### src/sv/shcf_pkg.sv
`timescale 1ns / 1ps

package shcf_pkg;

	localparam int unsigned PAYLOAD_CAP = 4095;
	localparam int unsigned LEN_W       = 12;
	localparam int unsigned IDX_W       = 4;

	localparam logic [7:0]  SYNC_A     = 8'hAA;
	localparam logic [7:0]  SYNC_B     = 8'hBB;
	localparam logic [7:0]  CRC8_POLY  = 8'h07;
	localparam logic [15:0] CRC16_POLY = 16'hA001;
	localparam logic [15:0] CRC16_INIT = 16'hFFFF;
	localparam logic [7:0]  CMD_RESET  = 8'd62;

	typedef enum logic {
		OP_START   = 1'b0,
		OP_PAYLOAD = 1'b1
	} op_t;

	typedef enum logic [1:0] {
		CFG_DEV_ADDR = 2'd0,
		CFG_NEED_ACK = 2'd1,
		CFG_COMMAND  = 2'd2
	} cfg_idx_t;

	typedef enum logic [IDX_W-1:0] {
		BI_SYNC_A  = 4'd0,
		BI_SYNC_B  = 4'd1,
		BI_ROUTE   = 4'd2,
		BI_COMMAND = 4'd3,
		BI_SEQ     = 4'd4,
		BI_LEN_LO  = 4'd5,
		BI_LEN_HI  = 4'd6,
		BI_CRC8    = 4'd7,
		BI_TRL_LO  = 4'd8,
		BI_TRL_HI  = 4'd9
	} hdr_idx_t;

	typedef struct packed {
		op_t              op;
		logic [7:0]       frame_seq;
		logic [LEN_W-1:0] payload_len;
		logic [7:0]       data_byte;
	} in_item_t;

	typedef struct packed {
		logic [7:0] out_byte;
		logic       frame_end;
	} out_item_t;

	function automatic logic [7:0] crc8_add(input logic [7:0] acc, input logic [7:0] b);
		logic [7:0] c;
		c = acc ^ b;
		for (int k = 0; k < 8; k++) begin
			c = c[7] ? ((c << 1) ^ CRC8_POLY) : (c << 1);
		end
		return c;
	endfunction

	function automatic logic [15:0] crc16_add(input logic [15:0] acc, input logic [7:0] b);
		logic [15:0] c;
		c = acc ^ {8'h00, b};
		for (int k = 0; k < 8; k++) begin
			c = c[0] ? ((c >> 1) ^ CRC16_POLY) : (c >> 1);
		end
		return c;
	endfunction

endpackage

### src/sv/shcf_if.sv
`timescale 1ns / 1ps

interface shcf_in_if;
	logic                valid;
	logic                ready;
	shcf_pkg::in_item_t  item;

	modport source(output valid, output item, input ready);
	modport sink(input valid, input item, output ready);
endinterface

interface shcf_out_if;
	logic                valid;
	logic                ready;
	shcf_pkg::out_item_t item;

	modport source(output valid, output item, input ready);
	modport sink(input valid, input item, output ready);
endinterface

### src/sv/sync_header_crc_framer.sv
`timescale 1ns / 1ps

// Channel   Direction  Handshake      Payload
// din       sink       valid/ready    op, frame_seq, payload_len, data_byte
// dout      source     valid/ready    out_byte, frame_end
// cfg       write      cfg_we         cfg_idx, cfg_data
//
// One output byte per cycle while dout is ready; a payload byte item emits its byte, the
// last one also two trailer bytes, a start item eight header bytes (and the trailer for
// zero length), bounded by the single output register. Dropped payload items emit no
// byte. arst_n clears the frame state and both valid flags and resets the config
// registers. A stalled dout holds the output register and any undropped input item.

module sync_header_crc_framer (
	input  logic               clk,
	input  logic               arst_n,
	shcf_in_if.sink            din,
	shcf_out_if.source         dout,
	input  logic               cfg_we,
	input  logic [1:0]         cfg_idx,
	input  logic [7:0]         cfg_data
);

	logic [3:0]                   dev_addr_q;
	logic                         need_ack_q;
	logic [7:0]                   command_q;

	logic                         valid_s1;
	shcf_pkg::in_item_t           item_s1;
	logic                         valid_s2;
	shcf_pkg::out_item_t          item_s2;

	logic [15:0]                  crc_q;
	logic [7:0]                   crc8_q;
	logic [shcf_pkg::LEN_W-1:0]   left_q;
	logic                         open_q;
	logic [shcf_pkg::IDX_W-1:0]   idx_q;

	logic                         is_start;
	logic                         drop;
	logic                         trl_lo;
	logic                         trl_hi;
	logic                         last;
	logic                         out_free;
	logic                         emit;
	logic                         done;
	logic [7:0]                   cur_byte;
	logic [7:0]                   route;
	logic [15:0]                  crc_base;

	always_ff @(posedge clk or negedge arst_n) begin
		if (!arst_n) begin
			dev_addr_q <= '0;
			need_ack_q <= 1'b0;
			command_q  <= shcf_pkg::CMD_RESET;
		end else if (cfg_we) begin
			case (cfg_idx)
				shcf_pkg::CFG_DEV_ADDR: dev_addr_q <= cfg_data[3:0];
				shcf_pkg::CFG_NEED_ACK: need_ack_q <= cfg_data[0];
				shcf_pkg::CFG_COMMAND:  command_q  <= cfg_data;
				default: ;
			endcase
		end
	end

	assign is_start = (item_s1.op == shcf_pkg::OP_START);
	assign drop     = !is_start && (idx_q == '0) && (!open_q || (left_q == '0));
	assign trl_lo   = is_start ? (idx_q == shcf_pkg::BI_TRL_LO) : (idx_q == 4'd1);
	assign trl_hi   = is_start ? (idx_q == shcf_pkg::BI_TRL_HI) : (idx_q == 4'd2);
	assign route    = {1'b0, need_ack_q, 2'b00, dev_addr_q};
	assign crc_base = (is_start && (idx_q == '0)) ? shcf_pkg::CRC16_INIT : crc_q;

	always_comb begin
		if (is_start) begin
			last = (item_s1.payload_len == '0) ? (idx_q == shcf_pkg::BI_TRL_HI)
			                                   : (idx_q == shcf_pkg::BI_CRC8);
		end else begin
			last = (idx_q == '0) ? (left_q != 12'd1) : (idx_q == 4'd2);
		end
	end

	always_comb begin
		cur_byte = '0;
		if (is_start) begin
			case (idx_q)
				shcf_pkg::BI_SYNC_A:  cur_byte = shcf_pkg::SYNC_A;
				shcf_pkg::BI_SYNC_B:  cur_byte = shcf_pkg::SYNC_B;
				shcf_pkg::BI_ROUTE:   cur_byte = route;
				shcf_pkg::BI_COMMAND: cur_byte = command_q;
				shcf_pkg::BI_SEQ:     cur_byte = item_s1.frame_seq;
				shcf_pkg::BI_LEN_LO:  cur_byte = item_s1.payload_len[7:0];
				shcf_pkg::BI_LEN_HI:  cur_byte = {4'h0, item_s1.payload_len[11:8]};
				shcf_pkg::BI_CRC8:    cur_byte = crc8_q;
				shcf_pkg::BI_TRL_LO:  cur_byte = crc_q[7:0];
				shcf_pkg::BI_TRL_HI:  cur_byte = crc_q[15:8];
				default:              cur_byte = '0;
			endcase
		end else begin
			case (idx_q)
				4'd0:    cur_byte = item_s1.data_byte;
				4'd1:    cur_byte = crc_q[7:0];
				4'd2:    cur_byte = crc_q[15:8];
				default: cur_byte = '0;
			endcase
		end
	end

	assign out_free  = !valid_s2 || dout.ready;
	assign emit      = valid_s1 && !drop && out_free;
	assign done      = valid_s1 && (drop || (emit && last));
	assign din.ready = !valid_s1 || done;

	always_ff @(posedge clk or negedge arst_n) begin
		if (!arst_n) begin
			valid_s1 <= 1'b0;
		end else if (din.ready) begin
			valid_s1 <= din.valid;
		end
	end

	always_ff @(posedge clk) begin
		if (din.valid && din.ready) begin
			item_s1 <= din.item;
		end
	end

	always_ff @(posedge clk or negedge arst_n) begin
		if (!arst_n) begin
			idx_q  <= '0;
			crc_q  <= shcf_pkg::CRC16_INIT;
			crc8_q <= '0;
			left_q <= '0;
			open_q <= 1'b0;
		end else begin
			if (done) begin
				idx_q <= '0;
			end else if (emit) begin
				idx_q <= idx_q + 4'd1;
			end
			if (emit) begin
				if (trl_hi) begin
					crc_q  <= shcf_pkg::CRC16_INIT;
					left_q <= '0;
					open_q <= 1'b0;
				end else if (!trl_lo) begin
					crc_q <= shcf_pkg::crc16_add(crc_base, cur_byte);
				end
				if (is_start && (idx_q < shcf_pkg::BI_CRC8)) begin
					crc8_q <= shcf_pkg::crc8_add((idx_q == '0) ? 8'h00 : crc8_q, cur_byte);
				end
				if (is_start && (idx_q == shcf_pkg::BI_CRC8)) begin
					left_q <= item_s1.payload_len;
					open_q <= 1'b1;
				end
				if (!is_start && (idx_q == '0)) begin
					left_q <= left_q - 12'd1;
				end
			end
		end
	end

	// hold the output register until the transaction completes
	always_ff @(posedge clk or negedge arst_n) begin
		if (!arst_n) begin
			valid_s2 <= 1'b0;
		end else if (out_free) begin
			valid_s2 <= emit;
		end
	end

	always_ff @(posedge clk) begin
		if (emit) begin
			item_s2.out_byte  <= cur_byte;
			item_s2.frame_end <= trl_hi;
		end
	end

	assign dout.valid = valid_s2;
	assign dout.item  = item_s2;

	a_idx_range: assert property (@(posedge clk) disable iff (!arst_n)
		idx_q <= shcf_pkg::BI_TRL_HI)
		else $error("byte index out of range");

	a_idx_busy: assert property (@(posedge clk) disable iff (!arst_n)
		(idx_q != '0) |-> valid_s1)
		else $error("byte index advanced with no item held");

	a_closed_empty: assert property (@(posedge clk) disable iff (!arst_n)
		!open_q |-> (left_q == '0))
		else $error("bytes left while no frame open");

	a_close_reset: assert property (@(posedge clk) disable iff (!arst_n)
		(emit && trl_hi) |=> (crc_q == shcf_pkg::CRC16_INIT) && !open_q)
		else $error("frame not closed after trailer");

	a_end_last: assert property (@(posedge clk) disable iff (!arst_n)
		(emit && trl_hi) |-> done)
		else $error("trailer high byte did not finish the item");

endmodule
### src/flat_wrapper.sv
// flat-port wrapper written by rule: the top's interface ports become plain ports
module sync_header_crc_framer_flat 
  (clk, arst_n, cfg_we, cfg_idx, cfg_data, din_valid, din_item, din_ready, dout_valid, dout_item, dout_ready);
  shcf_in_if din_i ();
  shcf_out_if dout_i ();
  input  logic clk;
  input  logic arst_n;
  input  logic cfg_we;
  input  logic [1:0] cfg_idx;
  input  logic [7:0] cfg_data;
  input wire logic [$bits(din_i.valid)-1:0] din_valid;
  input wire logic [$bits(din_i.item)-1:0] din_item;
  output wire logic [$bits(din_i.ready)-1:0] din_ready;
  output wire logic [$bits(dout_i.valid)-1:0] dout_valid;
  output wire logic [$bits(dout_i.item)-1:0] dout_item;
  input wire logic [$bits(dout_i.ready)-1:0] dout_ready;
  assign din_i.valid = din_valid;
  assign din_i.item = din_item;
  assign din_ready = din_i.ready;
  assign dout_valid = dout_i.valid;
  assign dout_item = dout_i.item;
  assign dout_i.ready = dout_ready;
  sync_header_crc_framer u_core (.clk(clk), .arst_n(arst_n), .din(din_i), .dout(dout_i), .cfg_we(cfg_we), .cfg_idx(cfg_idx), .cfg_data(cfg_data));
endmodule
### config.mk
export PLATFORM = sky130hd
export DESIGN_NAME = sync_header_crc_framer_flat
export DESIGN_NICKNAME = d
export VERILOG_FILES = /design/src/sv/shcf_pkg.sv /design/src/sv/shcf_if.sv /design/src/sv/sync_header_crc_framer.sv /design/src/flat_wrapper.sv
export SDC_FILE = /design/constraint.sdc
export NUM_CORES = 1
export LEC_CHECK = 0
export BUFFER_PORTS_ARGS = -buffer_cell sky130_fd_sc_hd__buf_2
export CAP_MARGIN = 20
export CORE_MARGIN = 2
export CORE_UTILIZATION = 60
export DETAILED_ROUTE_END_ITERATION = 6
export PLACE_DENSITY = 0.77
export SLEW_MARGIN = 10
export SYNTH_ARGS = -nofsm -noshare
export SYNTH_HDL_FRONTEND = slang
export SYNTH_SLANG_ARGS = --single-unit
### constraint.sdc
create_clock -name clk -period 4.5 [get_ports clk]
set_input_delay 0.225 -clock clk [delete_from_list [all_inputs] [get_ports clk]]
set_output_delay 0.225 -clock clk [all_outputs]
set_load 0.02 [all_outputs]
==> summary.md, run 1 <==
| Metric | Value |
|---|---|
| Synth top area share | 20.44% |
| Critical path launch point type | flip-flop |
| Post-detail-place hpwl | 9946 µm |
| Most used cell, CP | a21oi_1 |
| Max Slew Vio Count | 0 |
| CTS Buf Count | 9 |
| I/O pin count | 55 |
| DRC violations left | 0 |
| Ys Warns | 0 |
| CP max-delay cell | a21oi_1 |
| Fin crit period | 3.980 ns |
| Reg2reg start | u_core.idx_q[1]$_DFFE_PN0P_ |
| R2r endpoint | u_core.crc8_q[4]$_DFFE_PN0P_ |
| Ratio of cells with drive above 1 in the final layout | 23.71% |
| Die width | 100.5 µm |
| Count of flip-flops with a built-in enable after synthesis | 38 |
| DIE HEIGHT | 100.5 µm |
| Failing checks | negative hold slack |
| FF-to-FF setup slack | 0.52 ns |
| Initial core utilization | 60.98% |
| Total grt overflow | 0 |
| H-tree depth | 3 |
| Clock insertion delay at the later pin of the skew report | 0.37 ns |
| CTS tree | built |
| Final Hold Violating Endpoints | 26 |
| I/O Buffers | 54 |
| Achievable Freq | 0.2513 GHz |
| # Max-Cap Violations | 0 |
| Largest net degree at the start of global routing | 57 |
| Worst Path Max Fanout | 22 |
| Cell chain of the critical path | inv_1, ha_1, nor3_1, or2_0, nor2_1, a21oi_1, xnor2_2, xnor2_1, mux2_2, a21oi_1, a21oi_1 |
| Syn avg cell area | 10.13 µm² |
| Mapped Area | 0.005582 mm² |
| Routed WL | 13870 µm |
| Netlist cell types | 69 |
| DR iter-0 viols | 386 |
| Number of global-route vias before repair | 4403 |
| Setup Skew | 0.01124 ns |
| Part of the Yosys area used for sequential elements | 46.02% |
| First-pass GRT wire length | 22690 µm |
| Worst Hold Class | in -> async |
| Final net count | 649 |
| Finished Core Util | 67.40% |
| Routed via count | 4567 |
| DRT Pass-1 Iters | 6 |
| GRT Total Usage | 29.11% |
| Die area | 0.01009 mm² |
| Final period util | 88.44% |
| Drt via density | 6.396 |
| FF+latch count, synth | 94 |
| Clk sink count | 94 |
| WHS | -0.02292 ns |
| Status | finished, violations left |
| Synth Net Count | 602 |
| Row cnt | 35 |
| Post-synthesis cell count | 551 |
| Worst-margin pin slew | 0.9288 ns |
| Clock root buffer | clkbuf_8 |
| Final-report setup violation count | 0 |
| Data arrival, critical path | 4.23 ns |
| Setup CP Type | reg -> reg |
| Bufs on Longest Clock Path | 2 |
| Reg clk slew, reported paths | 0.10 ns |
| Worst path max stage delay | 0.57 ns |
| Setup TNS | 0 ns |
| Post-CTS setup repair buffer count | 0 |
| RSZ-0062 raised after global routing | no |
| Ys flop type | edfxtp_1 |
| CP endpoint kind | flip-flop |
| Ys async rst share | 59.57% |
| Post-DRT Antenna Nets | 0 |
| Drt wl/cell | 19.42 µm |
| WP data required | 4.75 ns |
| Area leader, netlist | edfxtp_1 |
| Ranking of synthesized cells by area | edfxtp_1, dfrtp_1, dfstp_2 |
| CORE AREA | 0.009153 mm² |
| Initial antenna violation count | 0 |
| Area grow syn2layout | 10.51% |
| Antenna Cells | 0 |
| R2R cell count | 11 |
| Placer Congestion | 0.9589 |
| Rel. slew slack | 37.85% |
## logic make-up after synthesis
family	Yosys count	synth area share (%)
AND/OR/NAND/NOR	173	15.29
AO/OA/AOI/OAI	155	19.55
flip-flops	94	46.02
buffers and inverters	51	4.371
XOR/XNOR	49	8.877
multiplexers	22	4.326
adder cells (fa/ha/maj)	7	1.569
## flip-flops by register name, summed over array words and instances (netlist names)
name,cells
u_core.open_q,1
u_core.idx_q,4
u_core.dev_addr_q,4
u_core.valid_s1,1
u_core.dout.valid,1
u_core.dout.item,9
u_core.command_q,8
u_core.crc8_q,8
u_core.need_ack_q,1
u_core.item_s1,29
u_core.crc_q,16
u_core.left_q,12
## per-stage QoR
step	cell area (µm²)	instances	hold slack [ns]	setup WS [ns]
2_1_floorplan	5582	551	-0.07059	0.7658
3_3_place_gp	5907	695	0.3989	0.8248
3_5_place_dp	5907	695	0.4031	0.6428
4_1_cts	6138	711	0.006474	0.6121
5_1_grt	6168	714	0.00007011	0.3202
6_report	6168	714	-0.02292	0.5202
## worst max path at each step
stage | start | endpoint | slack, ns | cells past startpoint
detailed placement | u_core.idx_q[1]$_DFFE_PN0P_ | u_core.crc8_q[4]$_DFFE_PN0P_ | 0.64 | 11
finish | u_core.idx_q[1]$_DFFE_PN0P_ | u_core.crc8_q[4]$_DFFE_PN0P_ | 0.52 | 11
CTS | u_core.idx_q[1]$_DFFE_PN0P_ | u_core.crc8_q[4]$_DFFE_PN0P_ | 0.61 | 11
floorplan | u_core.idx_q[0]$_DFFE_PN0P_ | u_core.item_s1[0]$_DFFE_PP_ | 0.77 | 11
global placement | u_core.idx_q[1]$_DFFE_PN0P_ | u_core.crc8_q[4]$_DFFE_PN0P_ | 0.82 | 11
global route | u_core.idx_q[1]$_DFFE_PN0P_ | u_core.crc8_q[4]$_DFFE_PN0P_ | 0.32 | 11
## routing by layer
metal	global-route usage (%)	vias to the layer above	wire [µm]	part of all wire, %
met3	6.380	29	1032	7.4
met5	0	-	0	0
li1	-	2111	-	-
met2	46.31	209	6637	48
met4	8.957	0	340	2.5
met1	40.22	2218	5857	42
## final cells by class
type	count	area, µm²
Clock buffer	10	148.9
Fill cell	737	2984
Tap cell	111	138.9
Sequential cell	94	2569
Timing Repair Buffer	69	390.4
Clock inverter	6	82.58
Inverter	18	67.56
Multi-Input combinational cell	406	2771
## Yosys cell counts, types with 5 or more instances
master    instances
nand2_1          30
a22o_1            7
a21oi_1          46
nor2_1           67
buf_2             9
xnor2_1          29
a22oi_1          15
and2_1            5
o21ai_0          29
xor2_1           14
a211o_1           5
nand3_1          14
mux2i_1           5
ha_1              7
edfxtp_1         38
inv_1            16
nor4_1           10
clkbuf_1         16
dfstp_2          21
nand2b_1          9
dfrtp_1          35
a211oi_1          5
a21o_1            5
mux2_2           17
a222oi_1          9
nor2b_1           6
nor3_1            9
## worst max-delay path: cells and delay by family (launching register included)
family          cells  cell delay (ns)
mux                 1             0.38
fa+ha+maj           1             0.47
buf+inv             1             0.09
flops               1             0.44
compound gates      3             0.80
simple gates        3             1.07
xor+xnor            2             0.61
## layout by cell type, fill, tap and decap left out, types with 7 or more instances in the layout
| cell type | instances |
|---|---|
| nand2b_1 | 9 |
| o21ai_0 | 29 |
| xor2_1 | 14 |
| edfxtp_1 | 38 |
| dfstp_2 | 21 |
| a222oi_1 | 9 |
| nand2_1 | 30 |
| nor2_1 | 67 |
| nand3_1 | 14 |
| a22o_1 | 7 |
| buf_2 | 54 |
| clkbuf_8 | 9 |
| nor4_1 | 10 |
| buf_4 | 12 |
| nor3_1 | 9 |
| inv_1 | 16 |
| ha_1 | 7 |
| a22oi_1 | 15 |
| a21oi_1 | 46 |
| mux2_2 | 17 |
| xnor2_1 | 29 |
| dfrtp_1 | 35 |
## what timing repair did
action,4_1_cts,5_1_grt
endpoints found under the hold margin,0,3
gates resized for setup,0,0
hold buffers,0,3
Power of run 1 is left out: the tool's default activity adds up to more than one toggle a clock period on the data nets, which glitch-free logic cannot reach.
==> run 2: changes to the inputs <==
Settings changed: CELL_PAD_IN_SITES_DETAIL_PLACEMENT set to 2, CELL_PAD_IN_SITES_GLOBAL_PLACEMENT set to 2, CORE_ASPECT_RATIO set to 0.75, CORE_MARGIN 2 to 3, CORE_UTILIZATION 60 to 39.
==> run 2 against run 1 <==
  * The flow now finishes without violations
  * Global-route usage fell by 3.6 points
  * Critical path depth grew 1
  * Clock skew is 0.0021 ns lower
  * Design area up 2.2%
  * Worst hold slack gained 0.053 ns
  * Die area up 57%
  * Clock-buffer cell count down 1
  * Cell count is 9.0% higher
  * Sequential cell count unchanged
  * Sequential share of layout area fell by 0.89 points
  * Maximum frequency is 0.96% higher
  * Critical endpoint is now u_core.crc_q[0]$_DFFE_PN1P_
  * Highest routed layer unchanged
==> summary.md, run 2 (same netlist as run 1, synthesis figures left out) <==
| Metric | Value |
|---|---|
| Status | completed |
| Final-report setup violation count | 0 (unchanged) |
| Cell chain of the critical path | inv_1, ha_1, buf_4, a22oi_1, a211oi_1, nor4bb_1, nor4_1, xnor2_1, xnor3_2, xnor2_1, o211ai_2, a21oi_1 |
| CP max-delay cell | ha_1 |
| DRT Pass-1 Iters | 6 (unchanged) |
| Worst path max stage delay | 0.61 ns (+0.04 ns) |
| Post-DRT Antenna Nets | 0 (unchanged) |
| Hold_buf cts | 0 (unchanged) |
| Largest net degree at the start of global routing | 57 (unchanged) |
| Data arrival, critical path | 4.24 ns (about the same) |
| Bufs on Longest Clock Path | 2 (unchanged) |
| Place WS | 0.6709 ns (+0.02810 ns) |
| Total grt overflow | 0 (unchanged) |
| Clk sink count | 94 (unchanged) |
| Setup CP Type | reg -> reg |
| Most used cell, CP | xnor2_1 |
| Worst Hold Class | in -> async |
| CTS tree | built |
| CTS Buf Count | 9 (unchanged) |
| Routed WL | 19090 µm (+38%) |
| First-pass GRT wire length | 30060 µm (+32%) |
| Achievable Freq | 0.2537 GHz (+0.96%) |
| CORE AREA | 0.01384 mm² (+51%) |
| Ratio of cells with drive above 1 in the final layout | 24.21% (+0.50 points) |
| Drt wl/cell | 24.54 µm (+26%) |
| Final Hold Violating Endpoints | 0 (-100%) |
| Final net count | 649 (unchanged) |
| Initial core utilization | 40.32% (-21 points) |
| Largest regs | u_core.item_s1: 29 flops, u_core.crc_q: 16 flops, u_core.left_q: 12 flops |
| FF-to-FF setup slack | 0.56 ns (+0.04 ns) |
| Number of fillers in the final layout | 1452 (+97%) |
| Clock insertion delay at the later pin of the skew report | 0.36 ns (about the same) |
| Drt via density | 6.030 (-5.7%) |
| Setup TNS | 0 ns (unchanged) |
| Routed via count | 4691 (+2.7%) |
| H-tree depth | 3 (unchanged) |
| Most common cell after layout, fill and taps aside | nor2_1 |
| Fin crit period | 3.942 ns (-0.03765 ns) |
| # Max-Cap Violations | 0 (unchanged) |
| Initial antenna violation count | 0 (unchanged) |
| WP data required | 4.79 ns (+0.04 ns) |
| R2R cell count | 12 (+1) |
| Die width | 144.1 µm (+43%) |
| Critical path launch point type | flip-flop |
| GRT Total Usage | 25.50% (-3.6 points) |
| Die area | 0.01580 mm² (+57%) |
| Setup Skew | 0.009135 ns (-0.002102 ns) |
| CP endpoint kind | flip-flop |
| Reg with most FFs | u_core.item_s1 |
| Rel. slew slack | 36.17% (-1.7 points) |
| Number of gates resized after CTS | 0 (unchanged) |
| Placer Congestion | 0.8469 (-12%) |
| Max reg flops | 29 (unchanged) |
| Final period util | 87.60% (-0.84 points) |
| Clock root buffer | clkbuf_16 |
| Reg2reg start | u_core.idx_q[0]$_DFFE_PN0P_ |
| Post-detail-place hpwl | 14030 µm (+41%) |
| Reg clk slew, reported paths | 0.08 ns (-0.02 ns) |
| Antenna Cells | 0 (unchanged) |
| Post-CTS setup repair buffer count | 0 (unchanged) |
| I/O Buffers | 54 (unchanged) |
| Row cnt | 37 (+5.7%) |
| Post-route setup slack | 0.5578 ns (+0.03765 ns) |
| DRC violations left | 0 (unchanged) |
| DIE HEIGHT | 109.6 µm (+9.1%) |
| I/O pin count | 55 (unchanged) |
| Worst-margin pin slew | 0.9475 ns (+0.01865 ns) |
| Cells after DPL | 762 (+9.6%) |
| Number of global-route vias before repair | 4987 (+13%) |
| Final non-filler cell total | 778 (+9.0%) |
| Area grow syn2layout | 12.93% |
| Max Slew Vio Count | 0 (unchanged) |
| RSZ-0062 raised after global routing | no |
| Worst Path Max Fanout | 16 (-27%) |
| Commonest non-fill, non-tap cells in the layout | nor2_1, buf_2, a21oi_1, edfxtp_1, dfrtp_1 |
| R2r endpoint | u_core.crc_q[0]$_DFFE_PN1P_ |
| DR iter-0 viols | 311 (-19%) |
-- run 2: area by class of cell --
cell class / instances / area [µm²] / share of cell area, %
multi-input cells: 406 / 2776 / 44.05
flip-flops and latches: 94 / 2569 / 40.75
repair buffers: 69 / 382.9 / 6.074
clock buffers: 9 / 225.2 / 3.573
well taps: 175 / 219.0 / 3.474
inverters: 18 / 67.56 / 1.072
clock inverters: 7 / 63.81 / 1.012
-- run 2: stage by stage --
step / util (%) / hold WS [ns] / area (µm²)
2_1_floorplan: - / -0.07059 / 5582
3_3_place_gp: 43.45 / 0.4013 / 6015
3_5_place_dp: 43.45 / 0.4034 / 6015
4_1_cts: 45.54 / 0.02009 / 6304
5_1_grt: 45.54 / 0.01925 / 6304
6_report: 45.54 / 0.03037 / 6304
-- run 2: metal layers --
layer | track usage (%) | vias to the layer above | wire length (µm)
met5 | 0 | - | 0
met4 | 6.059 | 0 | 235
met3 | 5.696 | 22 | 1179
met2 | 39.54 | 154 | 8806
met1 | 36.58 | 2396 | 8872
li1 | - | 2119 | -
-- run 2: critical path, delay by kind of cell (launching register included) --
family | cells | cell delay [ns]
and+or+nand+nor | 2 | 0.51
adders and majority gates | 1 | 0.61
DFF | 1 | 0.45
buffers and inverters | 2 | 0.46
AOI/OAI and AO/OA | 4 | 0.90
xor gates and xnor gates | 3 | 0.93
-- run 2: how the worst max path moves through the flow --
stage | start | end | slack, ns
finish | u_core.idx_q[0]$_DFFE_PN0P_ | u_core.crc_q[0]$_DFFE_PN1P_ | 0.56
global route | u_core.idx_q[0]$_DFFE_PN0P_ | u_core.crc8_q[4]$_DFFE_PN0P_ | 0.22
CTS | u_core.idx_q[0]$_DFFE_PN0P_ | u_core.crc8_q[4]$_DFFE_PN0P_ | 0.57
detailed placement | u_core.idx_q[0]$_DFFE_PN0P_ | u_core.crc_q[15]$_DFFE_PN1P_ | 0.67
global placement | u_core.idx_q[0]$_DFFE_PN0P_ | u_core.crc_q[0]$_DFFE_PN1P_ | 0.90
floorplan | u_core.idx_q[0]$_DFFE_PN0P_ | u_core.item_s1[0]$_DFFE_PP_ | 0.77
Power of run 2 is left out for the same reason.
==> run 3: changes to the inputs <==
Settings changed: BUFFER_PORTS_ARGS -buffer_cell sky130_fd_sc_hd__buf_2 to -buffer_cell sky130_fd_sc_hd__buf_4, SKIP_CTS_REPAIR_TIMING set to 1.
==> run 3 against run 2 <==
  * Largest cell class unchanged
  * Global-route usage shrank 0.20 points
  * The flow now finishes with violations (negative hold slack)
  * Non-clock buffer count shrank 3
  * Routed wire length shrank 0.44%
  * Critical path depth shrank 1
==> summary.md, run 3 (same netlist as run 1, synthesis figures left out) <==
| Metric | Value |
|---|---|
| Status | finished, violations left |
| Failing checks | negative hold slack |
| DRC violations left | 0 (unchanged) |
| FF-to-FF setup slack | 0.46 ns (-0.10 ns) |
| Largest regs | u_core.item_s1: 29 flops, u_core.crc_q: 16 flops, u_core.left_q: 12 flops |
| Initial antenna violation count | 0 (unchanged) |
| Max reg flops | 29 (unchanged) |
| WP data required | 4.73 ns (-0.06 ns) |
| Number of fillers in the final layout | 1426 (-1.8%) |
| RSZ-0062 raised after global routing | no |
| R2R cell count | 11 (-1) |
| Critical path launch point type | flip-flop |
| Clock insertion delay at the later pin of the skew report | 0.36 ns (about the same) |
| Clk sink count | 94 (unchanged) |
| Setup CP Type | reg -> reg |
| CTS tree | built |
| Routed WL | 19010 µm (-0.44%) |
| Ratio of cells with drive above 1 in the final layout | 23.83% (-0.38 points) |
| Cells after DPL | 759 (-0.39%) |
| Achievable Freq | 0.2476 GHz (-2.4%) |
| Fin crit period | 4.038 ns (+0.09631 ns) |
| Reg clk slew, reported paths | 0.07 ns (about the same) |
| Die width | 144.1 µm (unchanged) |
| Routed via count | 4666 (-0.53%) |
| Initial core utilization | 40.32% (unchanged) |
| R2r endpoint | u_core.crc8_q[4]$_DFFE_PN0P_ |
| Clock root buffer | clkbuf_16 |
| DRT Pass-1 Iters | 6 (unchanged) |
| Worst Hold Class | in -> async |
| Finished Core Util | 46.31% (+0.77 points) |
| Setup Skew | 0.009630 ns (+0.0004946 ns) |
| Area grow syn2layout | 14.84% |
| Number of global-route vias before repair | 4904 (-1.7%) |
| CTS Buf Count | 9 (unchanged) |
| Setup TNS | 0 ns (unchanged) |
| Most common cell after layout, fill and taps aside | nor2_1 |
| WHS | -0.05518 ns (-0.08555 ns) |
| DR iter-0 viols | 476 (+53%) |
| Post-DRT Antenna Nets | 0 (unchanged) |
| CP endpoint kind | flip-flop |
| H-tree depth | 3 (unchanged) |
| I/O pin count | 55 (unchanged) |
| Final net count | 646 (-0.46%) |
| Final period util | 89.74% (+2.1 points) |
| # Max-Cap Violations | 0 (unchanged) |
| First-pass GRT wire length | 29890 µm (-0.55%) |
| Final non-filler cell total | 775 (-0.39%) |
| Row cnt | 37 (unchanged) |
| DIE HEIGHT | 109.6 µm (unchanged) |
| Data arrival, critical path | 4.27 ns (+0.03 ns) |
| Die area | 0.01580 mm² (unchanged) |
| Worst Path Max Fanout | 24 (+8) |
| I/O Buffers | 54 (unchanged) |
| Total grt overflow | 0 (unchanged) |
| Max Slew Vio Count | 0 (unchanged) |
| Placed instance area | 0.006127 mm² (+1.9%) |
| Final-report setup violation count | 0 (unchanged) |
| Worst-margin pin slew | 0.9441 ns (-0.003408 ns) |
| Largest net degree at the start of global routing | 57 (unchanged) |
| Post-detail-place hpwl | 14120 µm (+0.65%) |
| Reg2reg start | u_core.idx_q[1]$_DFFE_PN0P_ |
| Drt wl/cell | 24.53 µm (about the same) |
| Final Hold Violating Endpoints | 35 (+35) |
| Design Area, Final | 0.006410 mm² (+1.7%) |
| Reg with most FFs | u_core.item_s1 |
| Commonest non-fill, non-tap cells in the layout | nor2_1, buf_4, a21oi_1, edfxtp_1, dfrtp_1 |
| Drt via density | 6.021 (-0.15%) |
| Placer Congestion | 0.8368 (-1.2%) |
| GRT Total Usage | 25.30% (-0.20 points) |
| Antenna Cells | 0 (unchanged) |
| Rel. slew slack | 37.06% (+0.89 points) |
| CORE AREA | 0.01384 mm² (unchanged) |
| Bufs on Longest Clock Path | 2 (unchanged) |
## run 3: cell count changes in the layout (fill, tap and decap cells not counted)
cell        delta
inv_6          +1
clkbuf_1       +1
clkinvlp_4     +1
clkinv_1       -1
buf_4         +51
inv_8          -2
buf_2         -54
## run 3: metal layers
layer,GRT usage [%],vias up,wire (µm)
met1,37.30,2404,9273
met2,39.51,130,8709
met5,0,-,0
met4,4.660,0,189
met3,4.565,17,838
li1,-,2115,-
## run 3: final cells by class
cell class	count	area, µm²	area share, %
multi-input combinational	406	2776	43.31
sequential	94	2569	40.07
timing repair buffer	66	495.5	7.730
clock buffer	10	229.0	3.572
tap	175	219.0	3.416
inverter	18	67.56	1.054
clock inverter	6	53.80	0.8394
## run 3: critical path, cell delays in order (launching register included)
cell and delay, ns:
dfrtp_1 0.43, inv_1 0.10, ha_1 0.52, nor3_1 0.51, or2_0 0.53, nor2_1 0.12, a21oi_1 0.50, xnor2_2 0.26
xnor2_1 0.35, mux2_2 0.38, a21oi_1 0.15, a21oi_1 0.06
## run 3: how the worst max path moves through the flow
stage,start,end,slack (ns),depth (start not counted)
2_1_floorplan,u_core.idx_q[0]$_DFFE_PN0P_,u_core.item_s1[0]$_DFFE_PP_,0.77,11
3_3_place_gp,u_core.idx_q[1]$_DFFE_PN0P_,u_core.crc8_q[4]$_DFFE_PN0P_,0.87,11
3_5_place_dp,u_core.idx_q[1]$_DFFE_PN0P_,u_core.crc8_q[4]$_DFFE_PN0P_,0.55,11
4_1_cts,u_core.idx_q[1]$_DFFE_PN0P_,u_core.crc8_q[4]$_DFFE_PN0P_,0.50,11
5_1_grt,u_core.idx_q[1]$_DFFE_PN0P_,u_core.crc8_q[4]$_DFFE_PN0P_,0.18,11
6_report,u_core.idx_q[1]$_DFFE_PN0P_,u_core.crc8_q[4]$_DFFE_PN0P_,0.46,11
## run 3: through the flow
stage	worst slack, ns	hold WS [ns]
after floorplan	0.7658	-0.07059
after global placement	0.8739	0.3453
after detailed placement	0.5496	0.3651
after CTS	0.5044	-0.01965
after global routing	0.1814	0.003550
final	0.4615	-0.05518
Power of run 3 is left out for the same reason.
